File: src/hw/rtl/mohv_pkg.sv
// Shared types, constants and helper functions for the offset histogram voter.
// No dependencies; every other file refers to this package by scoped names.
package mohv_pkg;

  localparam int MAX_SIZE   = 1024;
  localparam int FRAC_BITS  = 4;
  localparam int COUNT_BITS = 16;

  localparam int COORD_W = 14;
  localparam int SIZE_W  = 11;
  localparam int OUT_W   = 12;
  localparam int DEPTH   = 2 * MAX_SIZE + 2;
  localparam int ADDR_W  = $clog2(DEPTH);
  localparam int EFF_W   = $clog2(MAX_SIZE + 1);
  localparam int BIN_W   = ((COORD_W > ADDR_W) ? COORD_W : ADDR_W) + 2;
  localparam int CFG_IDX_W = 1;

  localparam logic [CFG_IDX_W-1:0] REG_IMG_WIDTH  = 1'd0;
  localparam logic [CFG_IDX_W-1:0] REG_IMG_HEIGHT = 1'd1;

  typedef enum logic {
    REQ_VOTE   = 1'b0,
    REQ_REPORT = 1'b1
  } req_type_t;

  typedef struct packed {
    req_type_t          req_type;
    logic [COORD_W-1:0] x_first;
    logic [COORD_W-1:0] y_first;
    logic [COORD_W-1:0] x_second;
    logic [COORD_W-1:0] y_second;
  } vote_beat_t;

  typedef struct packed {
    logic signed [OUT_W-1:0] offset_x;
    logic signed [OUT_W-1:0] offset_y;
  } result_beat_t;

  typedef enum logic [2:0] {
    ST_INIT,
    ST_IDLE,
    ST_VOTE_RD,
    ST_VOTE_WR,
    ST_SCAN,
    ST_DRAIN,
    ST_DONE
  } state_t;

  typedef struct packed {
    logic latch_vote;
    logic latch_report;
    logic vote_read;
    logic vote_write;
    logic sweep_clear;
    logic sweep_scan;
    logic load_result;
  } dp_cmd_t;

  typedef struct packed {
    logic sweep_last;
    logic slot_free;
  } dp_status_t;

  typedef struct packed {
    logic              ok;
    logic [ADDR_W-1:0] idx;
  } bin_t;

  function automatic logic [EFF_W-1:0] eff_size(input logic [SIZE_W-1:0] size_reg);
    logic [EFF_W-1:0] s;
    if (32'(size_reg) > 32'(MAX_SIZE)) begin
      s = EFF_W'(MAX_SIZE);
    end else begin
      s = EFF_W'(size_reg);
    end
    return s;
  endfunction

  function automatic bin_t axis_bin(input logic [COORD_W-1:0] a,
                                    input logic [COORD_W-1:0] b,
                                    input logic [EFF_W-1:0]   size);
    logic signed [COORD_W:0] d;
    logic [COORD_W:0]        mag;
    logic signed [BIN_W-1:0] whole;
    logic signed [BIN_W-1:0] bin;
    logic signed [BIN_W-1:0] lim;
    bin_t                    r;
    d = $signed({1'b0, a}) - $signed({1'b0, b});
    if (d[COORD_W]) begin
      mag = (COORD_W + 1)'(-d);
    end else begin
      mag = (COORD_W + 1)'(d);
    end
    whole = $signed(BIN_W'(mag >> FRAC_BITS));
    if (d[COORD_W]) begin
      whole = -whole;
    end
    bin = whole + $signed(BIN_W'(size));
    lim = $signed(BIN_W'({size, 1'b1}));
    r.ok  = !bin[BIN_W-1] && (bin <= lim);
    r.idx = ADDR_W'(bin);
    return r;
  endfunction

endpackage

File: src/hw/rtl/mohv_ctrl.sv
// Sequencer of the offset histogram voter: clearing pass, vote and report steps.
// Depends on mohv_pkg; drives the datapath through dp_cmd_t and reads dp_status_t.
module mohv_ctrl (
  input  logic                clk,
  input  logic                rst,
  input  logic                vote_valid,
  input  mohv_pkg::req_type_t req_type,
  input  mohv_pkg::dp_status_t status,
  output mohv_pkg::dp_cmd_t   cmd,
  output logic                vote_stall
);

  mohv_pkg::state_t state;
  mohv_pkg::state_t state_next;

  always_ff @(posedge clk) begin
    if (rst) begin
      state <= mohv_pkg::ST_INIT;
    end else begin
      state <= state_next;
    end
  end

  always_comb begin
    state_next = state;
    cmd        = '0;
    vote_stall = 1'b1;
    unique case (state)
      mohv_pkg::ST_INIT: begin
        cmd.sweep_clear = 1'b1;
        if (status.sweep_last) begin
          state_next = mohv_pkg::ST_IDLE;
        end
      end
      mohv_pkg::ST_IDLE: begin
        vote_stall = 1'b0;
        if (vote_valid) begin
          if (req_type == mohv_pkg::REQ_REPORT) begin
            cmd.latch_report = 1'b1;
            state_next       = mohv_pkg::ST_SCAN;
          end else begin
            cmd.latch_vote = 1'b1;
            state_next     = mohv_pkg::ST_VOTE_RD;
          end
        end
      end
      mohv_pkg::ST_VOTE_RD: begin
        cmd.vote_read = 1'b1;
        state_next    = mohv_pkg::ST_VOTE_WR;
      end
      mohv_pkg::ST_VOTE_WR: begin
        cmd.vote_write = 1'b1;
        state_next     = mohv_pkg::ST_IDLE;
      end
      mohv_pkg::ST_SCAN: begin
        cmd.sweep_scan = 1'b1;
        if (status.sweep_last) begin
          state_next = mohv_pkg::ST_DRAIN;
        end
      end
      mohv_pkg::ST_DRAIN: begin
        state_next = mohv_pkg::ST_DONE;
      end
      mohv_pkg::ST_DONE: begin
        if (status.slot_free) begin
          cmd.load_result = 1'b1;
          state_next      = mohv_pkg::ST_IDLE;
        end
      end
      default: begin
        state_next = mohv_pkg::ST_INIT;
      end
    endcase
  end

endmodule

File: config.mk
export PLATFORM = sky130hd
export DESIGN_NAME = mohv_ctrl
export DESIGN_NICKNAME = d
export VERILOG_FILES = /design/src/hw/rtl/mohv_pkg.sv /design/src/hw/rtl/mohv_ctrl.sv
export SDC_FILE = /design/constraint.sdc
export NUM_CORES = 1
export LEC_CHECK = 0
export ABC_AREA = 1
export BUFFER_PORTS_ARGS = -buffer_cell sky130_fd_sc_hd__buf_2
export CAP_MARGIN = 20
export CORE_AREA = 2 2 39 41
export CTS_CLUSTER_SIZE = 24
export DETAILED_ROUTE_END_ITERATION = 6
export DIE_AREA = 0 0 41 43
export PLACE_DENSITY = 0.48
export RECOVER_POWER = 50
export SLEW_MARGIN = 20
export SYNTH_ARGS = -nofsm -noshare
export SYNTH_HDL_FRONTEND = slang
export SYNTH_SLANG_ARGS = --single-unit
File: constraint.sdc
create_clock -name clk -period 1.62 [get_ports clk]
set_input_delay 0.081 -clock clk [delete_from_list [all_inputs] [get_ports clk]]
set_output_delay 0.081 -clock clk [all_outputs]
set_load 0.02 [all_outputs]
==> qor.yml, run 1 <==
timing:
  maxSlewViolCount: 0
  min_period_over_period_pct: 81.6
  fin_setup_tns_ns: 0
  max_freq_mhz: 756
  period_minus_slack_ns: 1.32
  hold_ws_ns: 0.0429
  hold_viol: 0
  relSlewSlack_pct: 80.1
  setup_viol: 0
  fin_ws_ns: 0.297
  worst_pin_slew_ns: 0.299
  rsz0062_at_grt: "false"
  skew_ns: 0.00175
clock_tree:
  cts_root_buf: "clkbuf_4"
  cts_tree: "yes"
  cts_setup_buffers: 0
  htree_levels: 1
  cts_made_buffers: 3
  cts_hold_buf: 0
  path_clk_slew_ns: 0.04
  clkSinkCount: 3
  clk_latency_ns: 0.23
  cts_buffer_depth: 2
  cts_resized: 0
yosys:
  netlist.top_cell.by_area: "dfxtp_1"
  synthMuxAreaShare_pct: 0
  synth_top_family_by_area: "simple AND/OR/NAND/NOR gates"
  synth_cell_types: 13
  syn_avg_cell_area_um2: 6.36
  synth_compound_area_share_pct: 4.26
  yosys_register_bits: 3
  synth_area_leaders: "dfxtp_1 (26%), nand2_1 (14%), nor2_4 (9.6%), nor3_1 (8.5%), inv_1 (8.0%)"
  syn_area_um2: 235
  synth.top_cell.area_share_pct: 25.5
  syn-num-nets: 43
  synthSimpleGateAreaFrac_pct: 60.6
  yosysSeqAreaShare_pct: 25.5
  ys_warn_count: 0
  synth_xor_area_share_pct: 0
  synth_cells: 37
  synthAdderAreaFrac_pct: 0
final_layout:
  drive_above_1_share_pct: 35.2
  top_regs: "state (3)"
  fin_util_pct: 24.9
  largest_register_ffs: 3
  final_nets: 61
  fin_area_um2: 344
  layout.cells.non_filler: 70
  diodes: 0
  syn_to_final_growth_pct: 46.3
  top_register: "state"
  nFillCells: 160
routing:
  dr_total_vias: 278
  drt.antenna.violating_nets: 0
  firstDrtPassIters: 2
  drt-vias-per-instance: 3.97
  totalWireLength_um: 568
  drc: 0
  wire_per_inst_um: 8.11
  drt_iter0_drc: 8
hold_path:
  hp-class: "in2reg"
global_routing:
  grt_max_degree: 8
  grt_usage_pct: 7.12
  grt.overflow.total: 0
  grt_first_pass_wirelength_um: 779
  first_global_vias: 196
  grt_antenna_before_repair: 0
worst_setup_path:
  rrSetupSlack_ns: 0.54
  crit_fanout: 6
  path_class: "reg2out"
  cp-start-kind: "flop"
  endpoint_kind: "output port"
  worstPathArrival_ns: 1.24
  required_ns: 1.54
placement:
  dp_hpwl_um: 439
  dp_cells: 66
  portBuffers: 13
  routabilityCongestion: 0.643
  placed_area_um2: 320
  place_ws_ns: 0.534
floorplan:
  die_h_um: 43
  rows: 14
  dieArea_um2: 1760
  fp.coreArea_um2: 1380
  die_w_um: 41
  io_pins: 14
  initial_core_util_pct: 17.0
status:
  status: "finished, final reports clean"
power:
  ir_drop_v: 0.000452
  power_per_cell_area_nw_per_um2: 955
  p_leak_nw: 0.175
  power.total_uw: 329
flow_run:
  maxCapViolCount: 0
logic make-up after synthesis:
logic type	count (synthesis)
compound gates	2
buf+inv	6
flops	3
simple gates	26
report_power, final:
part           internal [mW]  switching [mW]  leakage [nW]  total (mW)
Clock                 0.0925          0.0418        0.0150       0.134
Combinational         0.0349          0.0665         0.136       0.101
Sequential            0.0813          0.0115        0.0246      0.0928
Total                  0.209           0.120         0.175       0.329
path summary, 6_finish.rpt:
kind                                             from               endpoint  depth (start not counted)
worst max-delay path            state[0]$_SDFFE_PP0P_                 cmd[6]                          5
worst min-delay path                              rst  state[1]$_SDFFE_PP0P_                          2
worst max register to register  state[0]$_SDFFE_PP0P_  state[2]$_SDFFE_PP0P_                          6
worst min register to register  state[2]$_SDFFE_PP0P_  state[2]$_SDFFE_PP0P_                          2
critical path, cell delays in order, from the launching register on:
cell     delay, ns
dfxtp_1       0.42
inv_2         0.09
nor2_4        0.12
nand2_4       0.07
nor3_1        0.12
buf_2         0.18
metal layers:
metal | part of all wire (%) | global-route usage (%)
met5 | 0 | 0
met4 | 0 | 4.00
met3 | 6.9 | 7.85
met2 | 40 | 6.25
met1 | 53 | 9.62
cells in the mapped netlist:
| cell | n |
|---|---|
| inv_2 | 1 |
| nand3_1 | 2 |
| nor2_1 | 4 |
| nand2_1 | 9 |
| nor2_4 | 2 |
| dfxtp_1 | 3 |
| nor3_1 | 4 |
| nand3b_1 | 1 |
| inv_1 | 5 |
| nand2_4 | 1 |
| a21oi_1 | 2 |
| nor3_2 | 1 |
| nand4_1 | 2 |
cell usage in the layout, fill, tap and decap left out:
cell type | Yosys | routed
a21oi_1 | 2 | 2
buf_2 | 0 | 11
clkbuf_1 | 0 | 3
clkbuf_4 | 0 | 3
dfxtp_1 | 3 | 3
inv_1 | 5 | 5
inv_2 | 1 | 1
nand2_1 | 9 | 9
nand2_4 | 1 | 1
nand3_1 | 2 | 2
nand3b_1 | 1 | 1
nand4_1 | 2 | 2
nor2_1 | 4 | 4
nor2_4 | 2 | 2
nor3_1 | 4 | 4
nor3_2 | 1 | 1
cell type report:
class	instances	area, um2	share of cell area (%)
repair buffers	13	62.6	18.2
multi-input cells	28	153	44.4
inverters	6	22.5	6.55
well taps	16	20.0	5.82
clock buffers	4	26.3	7.64
flip-flops and latches	3	60.1	17.5
(Power assumes the default switching activity.)
==> run 2, diff against run 1 <==
--- a/config.mk
+++ b/config.mk
@@ -12,7 +12,7 @@
 export CTS_CLUSTER_SIZE = 24
 export DETAILED_ROUTE_END_ITERATION = 6
 export DIE_AREA = 0 0 41 43
-export PLACE_DENSITY = 0.48
+export PLACE_DENSITY = 0.5
 export RECOVER_POWER = 50
 export SLEW_MARGIN = 20
 export SYNTH_ARGS = -nofsm -noshare
==> constraint.sdc (replaced) <==
create_clock -name clk -period 1.1 [get_ports clk]
set_input_delay 0.055 -clock clk [delete_from_list [all_inputs] [get_ports clk]]
set_output_delay 0.055 -clock clk [all_outputs]
set_load 0.02 [all_outputs]
==> run 2 against run 1 <==
Net effect:
- largest cell class unchanged
- final cell count is 8.6% higher
- die area unchanged
- register-to-register slack got worse by 0.54 ns
- critical path type unchanged
- sequential share of layout area down 2.7 points
- global-route usage up 1.9 points
- largest power group is now combinational cells
- routed wire length is 33% higher
- clock-buffer cell count did not move
- the flow now finishes with violations (setup timing)
==> qor.yml, run 2 (synthesis gave the netlist of run 1 again) <==
timing:
  fin_ws_ns: -0.0134  # -0.311 ns
  hold_viol: 0  # unchanged
  min_period_over_period_pct: 101
  setup_viol: 1  # +1
  worst_pin_slew_ns: 0.161  # -0.137 ns
  hold_ws_ns: 0.00646  # -0.0364 ns
  relSlewSlack_pct: 89.2  # +9.2 points
  period_minus_slack_ns: 1.11
  skew_ns: 0.00356  # +0.00181 ns
  max_freq_mhz: 898
  rsz0062_at_grt: "true"
  maxSlewViolCount: 0  # unchanged
final_layout:
  largest_register_ffs: 3  # unchanged
  fin_util_pct: 33.6  # +8.8 points
  final_common_cell: "buf_4"
  most-common-layout-cells: "buf_4 (9), nand2_1 (7), buf_2 (7)"
  top_regs: "state (3)"
  top_register: "state"
  drive_above_1_share_pct: 65.0  # +30 points
  diodes: 0  # unchanged
  final_nets: 67  # +9.8%
  syn_to_final_growth_pct: 97.9
worst_setup_path:
  endpoint_kind: "output port"
  path_delay_family: "flip-flops"
  worstRegToRegCells: 7  # +1
  critPathBufInv: 1  # -1
  crit_fanout: 7  # +1
  cp-start-kind: "flop"
  slowest_stage: "dfxtp_4"
  max_stage_delay_ns: 0.37  # -0.05 ns
  worstPathArrival_ns: 1.06  # -0.18 ns
  required_ns: 1.04  # -0.50 ns
  path_class: "reg2out"
  cp.depth: 4  # -1
  crit_chain: "nor2_4 > nand2_4 > nor3_2 > buf_4"
global_routing:
  grt_max_degree: 8  # unchanged
  grt.overflow.total: 0  # unchanged
  grt_antenna_before_repair: 0  # unchanged
  first_global_vias: 283  # +44%
  grt_usage_pct: 9.03  # +1.9 points
  grt_first_pass_wirelength_mm: 1.05  # +35%
clock_tree:
  clkSinkCount: 3  # unchanged
  cts_tree: "yes"
  cts_root_buf: "clkbuf_4"
  path_clk_slew_ns: 0.04  # about the same
  cts_buffer_depth: 2  # unchanged
  htree_levels: 1  # unchanged
  cts_hold_buf: 0  # unchanged
  clk_latency_ns: 0.23  # about the same
  cts_made_buffers: 3  # unchanged
floorplan:
  initial_core_util_pct: 17.0  # unchanged
  die_w_um: 41  # unchanged
  die_h_um: 43  # unchanged
  rows: 14  # unchanged
  fp.coreArea_um2: 1380  # unchanged
  io_pins: 14  # unchanged
  dieArea_um2: 1760  # unchanged
routing:
  drt-vias-per-instance: 4.30  # +8.3%
  firstDrtPassIters: 2  # unchanged
  wire_per_inst_um: 9.96  # +23%
  dr_total_vias: 327  # +18%
  drc: 0  # unchanged
  totalWireLength_um: 757  # +33%
  drt.antenna.violating_nets: 0  # unchanged
  drt_iter0_drc: 7  # -1
hold_path:
  hp-class: "in2reg"
  holdPathStages: 2  # unchanged
power:
  power_per_cell_area_nw_per_um2: 1250  # +31%
  ir_drop_v: 0.000423  # -6.6%
  p_leak_nw: 0.227  # +29%
placement:
  dp_hpwl_um: 451  # +2.8%
  routabilityCongestion: 0.689  # +7.1%
  portBuffers: 13  # unchanged
flow_run:
  maxCapViolCount: 0  # unchanged
status:
  status: "finished with violations"
  violations: "setup timing"
## run 2: cell count changes in the layout (fill, tap and decap cells not counted), sizes merged
cell / previous run / this run
buf: 11 / 18
clkbuf: 6 / 5
## run 2: per-stage QoR
step / cells / setup TNS, ns / power [mW] / worst slack (ns) / cell area [um2]
2_1_floorplan: 37 / 0 / 0.250 / 0.0269 / 241
3_3_place_gp: 66 / 0 / 0.296 / 0.0612 / 327
3_5_place_dp: 66 / 0 / 0.295 / 0.0482 / 327
4_1_cts: 73 / -0.109 / 0.538 / -0.0519 / 398
5_1_grt: 76 / -0.437 / 0.620 / -0.116 / 465
6_report: 76 / -0.0134 / 0.581 / -0.0134 / 465
## run 2: per-layer routing
metal | routed length (um) | GRT usage [%]
met5 | 0 | 0
met4 | 0 | 4.00
met3 | 47 | 4.71
met2 | 408 | 11.6
met1 | 301 | 12.2
## run 2: path summary, 6_finish.rpt
kind | start | endpoint | slack [ns]
worst min-delay path | rst | state[1]$_SDFFE_PP0P_ | 0.006
worst max-delay path | state[1]$_SDFFE_PP0P_ | cmd[6] | -0.01
worst max register to register | state[1]$_SDFFE_PP0P_ | state[1]$_SDFFE_PP0P_ | 0
worst min register to register | state[2]$_SDFFE_PP0P_ | state[2]$_SDFFE_PP0P_ | 0.57
## run 2: area by class of cell
class	instances	area (um2)
Inverter	6	27.5
Timing Repair Buffer	19	130
Tap cell	16	20.0
Multi-Input combinational cell	28	193
Sequential cell	3	68.8
Fill cell	165	918
Clock buffer	4	26.3
## run 2: repair_timing
item | in CTS | in global routing
setup endpoints to repair | 7 | 11
gates cloned | 0 | 0
pin swaps | 2 | 5
setup buffers | 3 | 3
resized for setup | 9 | 14
## run 2: power by group
group          leakage (nW)  switching (mW)  internal [mW]
combinational         0.186           0.131          0.112
sequential           0.0264          0.0176          0.122
clock                0.0150          0.0620          0.136
total                 0.227           0.211          0.370
